## config.mk

```make
export PLATFORM = sky130hd
export DESIGN_NAME = punctuation_digraph_text_codec_unit
export DESIGN_NICKNAME = d
export VERILOG_FILES = /design/src/rtl/core/pdtc_pkg.sv /design/src/rtl/core/pdtc_front.sv /design/src/rtl/core/pdtc_queue.sv /design/src/rtl/core/pdtc_back.sv /design/src/rtl/core/punctuation_digraph_text_codec_unit.sv
export SDC_FILE = /design/constraint.sdc
export NUM_CORES = 1
export LEC_CHECK = 0
export ABC_AREA = 1
export BUFFER_PORTS_ARGS = -buffer_cell sky130_fd_sc_hd__buf_2
export CORE_MARGIN = 2
export CORE_UTILIZATION = 53
export DETAILED_ROUTE_END_ITERATION = 16
export HOLD_SLACK_MARGIN = 0.1
export MAX_ROUTING_LAYER = met4
export PLACE_DENSITY_LB_ADDON = 0.15
export SLEW_MARGIN = 5
export SYNTH_ARGS = -nofsm -noshare
export SYNTH_HDL_FRONTEND = slang
export SYNTH_SLANG_ARGS = --single-unit
```

## constraint.sdc

```tcl
create_clock -name clk -period 3.8 [get_ports clk]
set_input_delay 0 -clock clk [delete_from_list [all_inputs] [get_ports clk]]
set_output_delay 0 -clock clk [all_outputs]
set_load 0.005 [all_outputs]
```

## src/rtl/core/pdtc_pkg.sv

```systemverilog
// Package: shared types, constants and lookup functions of the text codec.
`timescale 1ns / 1ps

package pdtc_pkg;

  // Longest result run of one item
  localparam int MaxRun = 6;
  localparam int CountW = 3;

  // Queue between front and back end
  localparam int QueueDepth = 2;
  localparam int QueuePtrW  = 1;
  localparam int QueueCntW  = 2;

  // Configuration port
  localparam int PaddrW = 3;
  localparam int PdataW = 32;
  localparam logic [PaddrW-3:0] RegDirection = '0;

  // Character codes
  localparam logic [7:0] CharNul      = 8'd0;
  localparam logic [7:0] CharNewline  = 8'd10;
  localparam logic [7:0] CharUpperA   = 8'd65;
  localparam logic [7:0] CharAfterZ   = 8'd91;
  localparam logic [7:0] CharBacktick = 8'd96;
  localparam logic [7:0] CharLowerZ   = 8'd122;
  localparam logic [7:0] CharBraceL   = 8'd123;
  localparam logic [7:0] CharDel      = 8'd127;
  localparam logic [7:0] CaseOffset   = 8'd32;

  typedef enum logic {
    DIR_ENCODE = 1'b0,
    DIR_DECODE = 1'b1
  } dir_t;

  // One run of results; bytes[count-1] goes out first, bytes[0] last
  typedef struct packed {
    logic [MaxRun-1:0][7:0] bytes;
    logic [CountW-1:0]      count;
    logic                   bad;
  } run_t;

  // Front end to queue
  typedef struct packed {
    logic push;
    run_t run;
  } push_t;

  // Queue head to back end
  typedef struct packed {
    logic valid;
    run_t run;
  } head_t;

  function automatic logic [7:0] upcase(input logic [7:0] b);
    logic [7:0] r;
    r = b;
    if (b > CharBacktick && b <= CharLowerZ) r = b - CaseOffset;
    return r;
  endfunction

  function automatic logic holdable(input logic [7:0] u);
    return (u == "L") || (u == "P") || (u == "Q") || (u == "X") || (u == "Y") || (u == "Z");
  endfunction

  // Spelled-out word of a symbol; count of zero when the byte has none
  function automatic run_t word_of(input logic [7:0] b);
    run_t r;
    r = '0;
    case (b)
      "\\":   begin r.bytes = 48'("LQ");     r.count = 3'd2; end
      ")":    begin r.bytes = 48'("QX");     r.count = 3'd2; end
      ":":    begin r.bytes = 48'("QZ");     r.count = 3'd2; end
      ",":    begin r.bytes = 48'("YY");     r.count = 3'd2; end
      "-":    begin r.bytes = 48'("YZ");     r.count = 3'd2; end
      "\"":   begin r.bytes = 48'("XZ");     r.count = 3'd2; end
      "!":    begin r.bytes = 48'("ZY");     r.count = 3'd2; end
      "(":    begin r.bytes = 48'("XQ");     r.count = 3'd2; end
      "%":    begin r.bytes = 48'("PQ");     r.count = 3'd2; end
      ".":    begin r.bytes = 48'("ZZ");     r.count = 3'd2; end
      "#":    begin r.bytes = 48'("QP");     r.count = 3'd2; end
      ";":    begin r.bytes = 48'("ZQ");     r.count = 3'd2; end
      "'":    begin r.bytes = 48'("ZX");     r.count = 3'd2; end
      "/":    begin r.bytes = 48'("QL");     r.count = 3'd2; end
      " ":    begin r.bytes = 48'("XX");     r.count = 3'd2; end
      "?":    begin r.bytes = 48'("QQ");     r.count = 3'd2; end
      "1":    begin r.bytes = 48'("ONE");    r.count = 3'd3; end
      "2":    begin r.bytes = 48'("TWO");    r.count = 3'd3; end
      "3":    begin r.bytes = 48'("THREE");  r.count = 3'd5; end
      "4":    begin r.bytes = 48'("FOUR");   r.count = 3'd4; end
      "5":    begin r.bytes = 48'("FIVE");   r.count = 3'd4; end
      "6":    begin r.bytes = 48'("SIX");    r.count = 3'd3; end
      "7":    begin r.bytes = 48'("SEVEN");  r.count = 3'd5; end
      "8":    begin r.bytes = 48'("EIGT");   r.count = 3'd4; end
      "9":    begin r.bytes = 48'("NINE");   r.count = 3'd4; end
      "0":    begin r.bytes = 48'("ZERO");   r.count = 3'd4; end
      "&":    begin r.bytes = 48'("AND");    r.count = 3'd3; end
      "@":    begin r.bytes = 48'("AT");     r.count = 3'd2; end
      "=":    begin r.bytes = 48'("EQUALS"); r.count = 3'd6; end
      "+":    begin r.bytes = 48'("PLUS");   r.count = 3'd4; end
      "*":    begin r.bytes = 48'("STAR");   r.count = 3'd4; end
      default: r = '0;
    endcase
    return r;
  endfunction

  // Symbol for a held letter and the raw next byte, zero when no pair
  function automatic logic [7:0] pair_symbol(input logic [7:0] first, input logic [7:0] second);
    logic [7:0] s;
    s = 8'd0;
    case (first)
      "L": if (second == "Q") s = "\\";
      "P": if (second == "Q") s = "%";
      "Q": begin
        case (second)
          "L":     s = "/";
          "P":     s = "#";
          "Q":     s = "?";
          "X":     s = ")";
          "Z":     s = ":";
          default: s = 8'd0;
        endcase
      end
      "X": begin
        case (second)
          "Q":     s = "(";
          "X":     s = " ";
          "Z":     s = "\"";
          default: s = 8'd0;
        endcase
      end
      "Y": begin
        case (second)
          "Y":     s = ",";
          "Z":     s = "-";
          default: s = 8'd0;
        endcase
      end
      "Z": begin
        case (second)
          "Q":     s = ";";
          "X":     s = "'";
          "Y":     s = "!";
          "Z":     s = ".";
          default: s = 8'd0;
        endcase
      end
      default: s = 8'd0;
    endcase
    return s;
  endfunction

  // Encode one byte into its run; bad set for a byte with no mapping
  function automatic run_t encode_run(input logic [7:0] b);
    run_t r;
    run_t w;
    r = '0;
    w = word_of(b);
    if (b > CharBacktick && b <= CharLowerZ) begin
      r.bytes = {40'd0, b - CaseOffset};
      r.count = 3'd1;
    end else if (b >= CharUpperA && b < CharAfterZ) begin
      r.bytes = {40'd0, b};
      r.count = 3'd1;
    end else if (b == CharNul) begin
      r.count = 3'd0;
    end else if (b == CharNewline) begin
      r.bytes = {40'd0, b};
      r.count = 3'd1;
    end else if (b >= CharBraceL && b <= CharDel) begin
      r.count = 3'd0;
    end else if (w.count != 3'd0) begin
      r = w;
    end else begin
      r.bytes = {40'd0, b};
      r.count = 3'd1;
      r.bad   = 1'b1;
    end
    return r;
  endfunction

endpackage

```

## src/rtl/core/pdtc_front.sv

```systemverilog
// Front end: accepts input items, keeps codec state and builds result runs.
`timescale 1ns / 1ps

module pdtc_front (
  input  logic            clk,
  input  logic            rst,
  input  logic            in_valid,
  output logic            in_stall,
  input  logic [7:0]      in_byte,
  input  logic            end_of_text,
  input  pdtc_pkg::dir_t  direction,
  input  logic            cfg_clear,
  input  logic            q_full,
  output pdtc_pkg::push_t push
);
  import pdtc_pkg::*;

  logic       held_valid;
  logic [7:0] held_letter;
  logic       error_latched;
  logic       held_valid_next;
  logic [7:0] held_letter_next;
  logic       error_latched_next;
  logic       accept;
  logic [7:0] u;
  logic [7:0] sym;
  run_t       r;

  assign in_stall = q_full;
  assign accept   = in_valid && !q_full;

  // Classify the item and work out its run and the next state
  always_comb begin
    r                  = '0;
    held_valid_next    = held_valid;
    held_letter_next   = held_letter;
    error_latched_next = error_latched;
    u                  = upcase(in_byte);
    sym                = pair_symbol(held_letter, in_byte);
    if (error_latched) begin
      r.bytes = {40'd0, in_byte};
      r.count = 3'd1;
      r.bad   = 1'b1;
    end else if (direction == DIR_ENCODE) begin
      r = encode_run(in_byte);
      if (r.bad) error_latched_next = 1'b1;
    end else if (in_byte == CharNul) begin
      // flush the held letter, the byte itself gives nothing
      if (held_valid) begin
        r.bytes = {40'd0, held_letter};
        r.count = 3'd1;
      end
      held_valid_next  = 1'b0;
      held_letter_next = '0;
    end else if (held_valid && sym != 8'd0) begin
      r.bytes          = {40'd0, sym};
      r.count          = 3'd1;
      held_valid_next  = 1'b0;
      held_letter_next = '0;
    end else begin
      if (held_valid) begin
        r.bytes          = {40'd0, held_letter};
        r.count          = 3'd1;
        held_valid_next  = 1'b0;
        held_letter_next = '0;
      end
      // hold a pair opener unless the text ends here
      if (holdable(u) && !end_of_text) begin
        held_valid_next  = 1'b1;
        held_letter_next = u;
      end else begin
        r.bytes = {r.bytes[MaxRun-2:0], u};
        r.count = r.count + 3'd1;
      end
    end
  end

  // Drop the held letter on a register write, else advance codec state on each accepted item
  always_ff @(posedge clk) begin
    if (rst) begin
      held_valid    <= 1'b0;
      held_letter   <= '0;
      error_latched <= 1'b0;
    end else if (cfg_clear) begin
      held_valid  <= 1'b0;
      held_letter <= '0;
    end else if (accept) begin
      held_valid    <= held_valid_next;
      held_letter   <= held_letter_next;
      error_latched <= error_latched_next;
    end
  end

  // Queue only items that give results
  assign push.push = accept && (r.count != '0);
  assign push.run  = r;

endmodule

```

## src/rtl/core/pdtc_queue.sv

```systemverilog
// Short run queue between the front and back end.
`timescale 1ns / 1ps

module pdtc_queue (
  input  logic            clk,
  input  logic            rst,
  input  pdtc_pkg::push_t push,
  output logic            q_full,
  input  logic            pop,
  output pdtc_pkg::head_t head
);
  import pdtc_pkg::*;

  run_t                 slots [QueueDepth];
  logic [QueuePtrW-1:0] wr_ptr;
  logic [QueuePtrW-1:0] rd_ptr;
  logic [QueueCntW-1:0] fill;
  logic                 do_push;
  logic                 do_pop;

  assign q_full  = (fill == QueueCntW'(QueueDepth));
  assign do_push = push.push && !q_full;
  assign do_pop  = pop && (fill != '0);

  assign head.valid = (fill != '0);
  assign head.run   = slots[rd_ptr];

  // Move pointers and fill level
  always_ff @(posedge clk) begin
    if (rst) begin
      wr_ptr <= '0;
      rd_ptr <= '0;
      fill   <= '0;
    end else begin
      if (do_push) begin
        wr_ptr <= (wr_ptr == QueuePtrW'(QueueDepth - 1)) ? '0 : wr_ptr + 1'b1;
      end
      if (do_pop) begin
        rd_ptr <= (rd_ptr == QueuePtrW'(QueueDepth - 1)) ? '0 : rd_ptr + 1'b1;
      end
      if (do_push && !do_pop) begin
        fill <= fill + 1'b1;
      end else if (do_pop && !do_push) begin
        fill <= fill - 1'b1;
      end
    end
  end

  // Store the pushed run
  always_ff @(posedge clk) begin
    if (do_push) slots[wr_ptr] <= push.run;
  end

endmodule

```

## src/rtl/core/pdtc_back.sv

```systemverilog
// Back end: plays out each run one result item per cycle while out_stall is low.
`timescale 1ns / 1ps

module pdtc_back (
  input  logic            clk,
  input  logic            rst,
  input  pdtc_pkg::head_t head,
  output logic            pop,
  output logic            out_valid,
  input  logic            out_stall,
  output logic [7:0]      out_byte,
  output logic            last_of_run,
  output logic            bad_char
);
  import pdtc_pkg::*;

  logic              busy;
  run_t              run;
  logic [CountW-1:0] idx;
  logic              done;

  assign out_valid   = busy;
  assign out_byte    = run.bytes[idx];
  assign last_of_run = (idx == '0);
  assign bad_char    = run.bad;

  // Current run is finished or nothing is loaded
  assign done = !busy || (!out_stall && idx == '0);
  assign pop  = done && head.valid;

  always_ff @(posedge clk) begin
    if (rst) begin
      busy <= 1'b0;
    end else if (done) begin
      busy <= head.valid;
    end
  end

  // Load the next run or step to its next byte
  always_ff @(posedge clk) begin
    if (pop) begin
      run <= head.run;
      idx <= head.run.count - 1'b1;
    end else if (busy && !out_stall && idx != '0) begin
      idx <= idx - 1'b1;
    end
  end

endmodule

```

## src/rtl/core/punctuation_digraph_text_codec_unit.sv

```systemverilog
// Top level of the punctuation digraph text codec.
`timescale 1ns / 1ps

// Usage:
// Input items (in_byte, end_of_text) enter on in_valid/in_stall; result items
// (out_byte, last_of_run, bad_char) leave on out_valid/out_stall. Each item
// gives zero to six results; last_of_run marks the final result of an item.
// The direction register (APB, address 0, bit 0) selects encode (0) or
// decode (1); writing it drops a held letter. Write it only while idle.
// An accepted item's run goes through the queue into the back end.
// Throughput: one item per cycle while each gives one result and out_stall
// is low; a longer run holds the output stage while the back end plays out
// one byte per cycle. A two-run queue lets the front end keep accepting
// while the back end is busy; in_stall rises only when that queue is full.
// When out_stall is high the current result holds and the queue fills.
// Reset clears the queue, the held letter, the sticky error and the
// direction (encode). A bad byte in encode latches an error; from then on
// every item gives one bad_char result until reset.

module punctuation_digraph_text_codec_unit (
  input  logic                          clk,
  input  logic                          rst,
  input  logic                          in_valid,
  output logic                          in_stall,
  input  logic [7:0]                    in_byte,
  input  logic                          end_of_text,
  output logic                          out_valid,
  input  logic                          out_stall,
  output logic [7:0]                    out_byte,
  output logic                          last_of_run,
  output logic                          bad_char,
  input  logic                          psel,
  input  logic                          penable,
  input  logic                          pwrite,
  input  logic [pdtc_pkg::PaddrW-1:0]   paddr,
  input  logic [pdtc_pkg::PdataW-1:0]   pwdata,
  output logic [pdtc_pkg::PdataW-1:0]   prdata,
  output logic                          pready
);
  import pdtc_pkg::*;

  dir_t  direction;
  logic  reg_hit;
  logic  cfg_clear;
  logic  q_full;
  logic  pop;
  push_t push;
  head_t head;

  // Register decode
  assign pready    = 1'b1;
  assign reg_hit   = (paddr[PaddrW-1:2] == RegDirection);
  assign cfg_clear = psel && penable && pwrite && reg_hit;
  assign prdata    = reg_hit ? {{(PdataW-1){1'b0}}, direction} : '0;

  always_ff @(posedge clk) begin
    if (rst) begin
      direction <= DIR_ENCODE;
    end else if (cfg_clear) begin
      direction <= dir_t'(pwdata[0]);
    end
  end

  pdtc_front u_front (
    .clk         (clk),
    .rst         (rst),
    .in_valid    (in_valid),
    .in_stall    (in_stall),
    .in_byte     (in_byte),
    .end_of_text (end_of_text),
    .direction   (direction),
    .cfg_clear   (cfg_clear),
    .q_full      (q_full),
    .push        (push)
  );

  pdtc_queue u_queue (
    .clk    (clk),
    .rst    (rst),
    .push   (push),
    .q_full (q_full),
    .pop    (pop),
    .head   (head)
  );

  pdtc_back u_back (
    .clk         (clk),
    .rst         (rst),
    .head        (head),
    .pop         (pop),
    .out_valid   (out_valid),
    .out_stall   (out_stall),
    .out_byte    (out_byte),
    .last_of_run (last_of_run),
    .bad_char    (bad_char)
  );

  // An error result is always a run of one
  a_bad_single: assert property (@(posedge clk) disable iff (rst)
    out_valid && bad_char |-> last_of_run)
    else $error("bad_char result not marked last of its run");

  // A run does not break off before its last result
  a_run_continues: assert property (@(posedge clk) disable iff (rst)
    out_valid && !out_stall && !last_of_run |=> out_valid)
    else $error("result run ended early");

  // An accepted error result is not directly followed by a good result
  a_error_sticky: assert property (@(posedge clk) disable iff (rst)
    out_valid && !out_stall && bad_char |=> !(out_valid && !bad_char))
    else $error("good result after latched error");

endmodule

```

======== Yosys cells after proc, flatten, opt, wreduce, memory -nomap -nowiden ========
Memory sizes are Yosys's and may differ from the RTL's. A register that Yosys moved wholly into a read port is not among the register bits.
Cells that the tools add are included.
storage, ports and cells
  latch bits .............................. 0
  memory bits (read-only) ................. 0
  word-level logic and storage cells ...... 190
  memories ................................ 1
  memory bits (writable) .................. 104
  output and inout bits ................... 45
  flip-flop bits (word level) ............. 68
  bits of input ports ..................... 51
operators by class
  add/subtract/negate cells ............... 8
  multiplexer cells ....................... 60
  shifts and indexed selects .............. 0
  reductions and logical operators ........ 44
  multipliers ............................. 0
  eq/ne operators ......................... 51
  bitwise operators ....................... 3
  order comparisons ....................... 7
  div/mod/pow operators ................... 0
memory list
  name           depth  bits a word  read ports  clocked after Yosys merged registers in  wr ports  line              RTL
  u_queue.slots  2      52           1           1                                        1         pdtc_queue.sv:14  run_t slots [QueueDepth];
operators with widths
  kind                  number
  $pmux W50 S31         1
  $mux W51              13
  $eq A8 B6 Y1 const B  29
  $eq A8 B7 Y1 const B  20
  $mux W52              2
  $mux W48              2
  $mux W8               6
  $pmux W8 S6           1
  $pmux W6 S5           1
  $bmux W8 S3           1
  $pmux W6 S4           1
  $mux W1               21
  $logic_and A1 B1 Y1   18
  $pmux W6 S3           1
  $ge A8 B7 Y1 const B  2
  $le A8 B7 Y1 const B  2
  $mux W3               4
  $pmux W6 S2           1
  $mux W11              1
  $reduce_bool A3 Y1    3
  $eq A8 B4 Y1 const B  1
  $gt A8 B7 Y1 const B  1
  $logic_not A8 Y1      1
  $lt A8 B7 Y1 const B  1
  22 further kinds      39

======== Depth between registers and ports, before layout ========
  word-level depth ........................ 22
  depth in mapped cells ................... 23
  gate-level depth less buffers ........... 22

======== Cells and area by module ========
A second synthesis with hierarchy kept.
unflattened totals
  cells, all modules ...................... 1,004
  area, all modules ....................... 9,743.1 um^2
by module, submodules not included
  module                               area an instance (um^2)  times used  cells each  seq. area each (um^2)
  pdtc_queue                           4,251.6                  1           199         3,223.1
  pdtc_front                           3,029.2                  1           595         200.2
  pdtc_back                            2,134.5                  1           160         1,581.5
  punctuation_digraph_text_codec_unit  327.8                    1           50          20.0

======== Worst setup path before layout ========
No wires, ideal clock.
  path type ............................... input-to-reg
  start ................................... input in_byte[1]
  end ..................................... memory u_queue.slots[0][0] (netlist name) (enable)
  slack ................................... 0.098 ns
  required time ........................... 3.370 ns
  library setup time ...................... 0.430 ns
  stages on the path ...................... 20
  arrival time ............................ 3.272 ns
  path buffers ............................ 1
  cell sequence ........................... buf_4 > nor2_1 > nand2_1 > nor2_1 > a21oi_1 > nand3_2 > inv_2 > nand2_1 > nand2_1 > nor2_1 > nand2_1 > ha_1 > a21oi_1 > nand2_1 > nand2_1 > nand2_2 > nor2_1 > nor2_2 > inv_1 > nor2_1
RTL lines
  what             line                                       RTL
  start, declared  punctuation_digraph_text_codec_unit.sv:25  input logic [7:0] in_byte,
  end, declared    pdtc_queue.sv:14

==> flow_summary.toml <==
[timing]
final-max-slew-violation-count = 0
tns_ns = 0
rsz0062_at_grt = "no"
finalCritPeriodShare_pct = 84.45
fin_crit_ns = 3.209
skew_ns = 0.009701
hold_viol_final = 0
slew-limit-headroom_pct = 43.93
worst_pin_slew_ns = 0.8399
setup_viol_count_final = 0
fmax_mhz = 311.6

[floorplan]
die-area_um2 = 14400
start_util_pct = 54.05
rows = 42
core_area_um2 = 13190
io_pins = 96
fp.dieH_um = 120.0
chipWidth_um = 120.0

[logic_synthesis]
yosysTopAreaCell = "edfxtp_1"
yosysWarnings = 0
ys_types = 45
yosys-top-cells-area = "edfxtp_1 (46%), nand2_1 (9.0%), mux2_2 (5.4%), nor2_1 (5.2%), dfxtp_1 (4.8%)"
syn_area_um2 = 7129
ys_async_sr_fraction_pct = 0
synth_edf_count = 109
synth.avg_cell_area_um2 = 9.002
synth_cells = 792
ys_seq_area_share_pct = 50.68
synthFlopType = "edfxtp_1"
synth_seq_cells = 126
synth_top_area_share_pct = 45.91

[grt]
antenna_found_initial = 0
overflow = 0
grt_max_degree = 37
grt_pass1_wl_um = 28210
grt_pass1_vias = 5273
grt_util_all_layers_pct = 26.43

[worst_setup_path]
crit_required_ns = 3.85
path_class = "input pin to flop"
reg2reg_to = "u_queue.slots[0][20]"
worstRegToRegCells = 17
setup.worst_path.end_class = "flop"
crit_path_start_kind = "input pin"
cp.arrival_ns = 3.26
cp_max_fo = 35
rr_startpoint = "u_front.held_letter[6]"
reg2reg_slack_ns = 0.79

[finish]
area.growth.synth_to_final_pct = 11.85
layout_common_cells = "nand2_1 (170), edfxtp_1 (109), nor2_1 (97)"
layout_commonest_cell = "nand2_1"
antennaDiodeCount = 0
fillers = 1157
nets = 896
layout-drive-gt1-share_pct = 19.48

[place]
hpwl_um = 13340
port_buffers = 30
place_congestion = 0.9516

[drt]
dr.pass1.iters = 5
viasPerCell = 5.446
drc = 0
num_vias = 5599
drt_iter0_drc = 558
ant_nets = 0
wl_per_cell_um = 17.50
wirelength_um = 17990

[clock_network]
postCtsResizedCells = 0
path_clk_slew_ns = 0.05
clock_sinks = 126
numCtsBuffers = 17
cts_tree = "yes"
root_buffer = "clkbuf_16"
clock_latency_ns = 0.42
htree_levels = 4
clk_path_buf_depth = 2

[pwr]
seq_power_share_pct = 45.7
share_comb_of_total_power_pct = 24.1
sw_frac_of_total_pct = 31.07
p_leak_nw = 3.427
fin_total_pwr_w = 0.004697
clkPwrFrac_pct = 30.2
p_int_w = 0.003238
irDropWorstVdd_v = 0.0003595
powerDensity_nw_per_um2 = 589.0
p_sw_w = 0.001459

[min_path]
hp-class = "input pin to flop"
min_to = "u_queue.wr_ptr"
hold_depth = 5
hp-start = "in_valid"

[flow_run]
cap_viol_max_count = 0

[outcome]
status = "finished, final reports clean"
## critical path, stage by stage
cell and delay (ns):
dlygate4sd3_1 0.51, buf_2 0.26, nor2_1 0.10, nand2_1 0.15, nor2_1 0.06, a21oi_1 0.16
nand3_2 0.14, inv_2 0.13, nor2_1 0.06, nor2_1 0.13, nand2_1 0.16, ha_1 0.32
a21oi_1 0.06, nand2_1 0.07, nand2_1 0.06, nand2_2 0.10, nor2_1 0.05, nor2_2 0.12
inv_1 0.07, nor2_2 0.11, buf_4 0.43
## synthesized netlist by cell type, types with 3 or more instances
library cell and number:
a21oi_1 44, a221o_1 5, a22oi_1 3, a31oi_1 4, a32oi_1 3, a41oi_1 3
buf_2 3, buf_4 35, clkbuf_1 11, dfxtp_1 17, edfxtp_1 109, ha_1 6
inv_1 55, inv_2 19, mux2_2 34, nand2_1 170, nand2_2 22, nand2_4 5
nand3_1 34, nand4_1 13, nor2_1 98, nor2_2 11, nor2_4 5, nor3_1 13
o21ai_0 32, o21ai_1 9, o31ai_1 5
## worst max path at each step
stage | startpoint | to | slack, ns | depth (start not counted)
floorplan | in_byte[1] | u_queue.slots[0][0] | 0.1 | 20
global placement | in_byte[1] | u_queue.slots[0][38] | 0.77 | 19
detailed placement | in_byte[1] | u_queue.slots[0][42] | 0.75 | 20
CTS | in_byte[0] | u_queue.slots[0][13] | 0.65 | 21
global route | in_byte[1] | u_queue.slots[0][20] | 0.25 | 21
finish | in_byte[1] | u_queue.slots[0][20] | 0.59 | 21
## timing repair
item	CTS	global route
setup endpoints to repair	0	0
hold endpoints to repair	18	0
buffers inserted	0	0
hold buffers	13	0
## state kept, by name, summed over array words and instances, names as in the netlist, named ones only
register	count
u_queue.slots	72
u_back.run	33
u_front.held_letter	8
u_back.idx	3
u_queue.fill	2
direction	1
u_back.bad_char	1
u_back.out_valid	1
u_front.error_latched	1
u_front.held_valid	1
u_queue.rd_ptr	1
u_queue.wr_ptr	1
## through the flow
step           hold WS, ns  setup WS (ns)  cell area (µm²)  std cells  utilization, %
6_report            0.1179         0.5910             7974       1028           60.45
5_1_grt             0.1689         0.2510             7974       1028           60.45
4_1_cts             0.1099         0.6457             7974       1028           60.45
3_5_place_dp        0.2057         0.7494             7318        983           55.48
3_3_place_gp        0.2005         0.7717             7318        983           55.48
2_1_floorplan      0.03110        0.09798             7242        822               -
## final cells by class
type	instances	area [µm²]	area share [%]
clock inverter	13	92.59	1.161
tap	176	220.2	2.762
sequential	126	3613	45.32
timing repair buffer	49	325.3	4.080
multi-input combinational	571	3012	37.77
clock buffer	19	432.9	5.429
inverter	74	277.8	3.483
## kinds of logic (layout without fill, tap and decap cells)
family	Yosys count	in the layout	synth area share [%]
AND/OR/NAND/NOR	380	380	24.18
flip-flops	126	126	50.68
buffers and inverters	125	155	8.687
AO/OA/AOI/OAI	116	116	9.512
multiplexers	36	36	5.651
adder cells (fa/ha/maj)	6	6	1.053
other	2	32	0.1053
XOR/XNOR	1	1	0.1229
## per-layer routing
metal,global-route usage [%],up-vias,part of all wire (%)
met5,-,-,0
met4,8.676,0,2.0
met3,2.994,31,4.2
met2,42.01,184,48
met1,35.68,2646,45
li1,-,2738,-
## power groups by stage
stage,logic [W],registers [W],clock network (W)
6_report,0.00113,0.00215,0.00142
5_1_grt,0.00126,0.00218,0.00148
4_1_cts,0.00114,0.00215,0.00143
3_5_place_dp,0.00110,0.00217,0
3_3_place_gp,0.00107,0.00217,0
2_1_floorplan,0.000861,0.00205,0
Note: power is estimated with default switching activity, not from simulation.
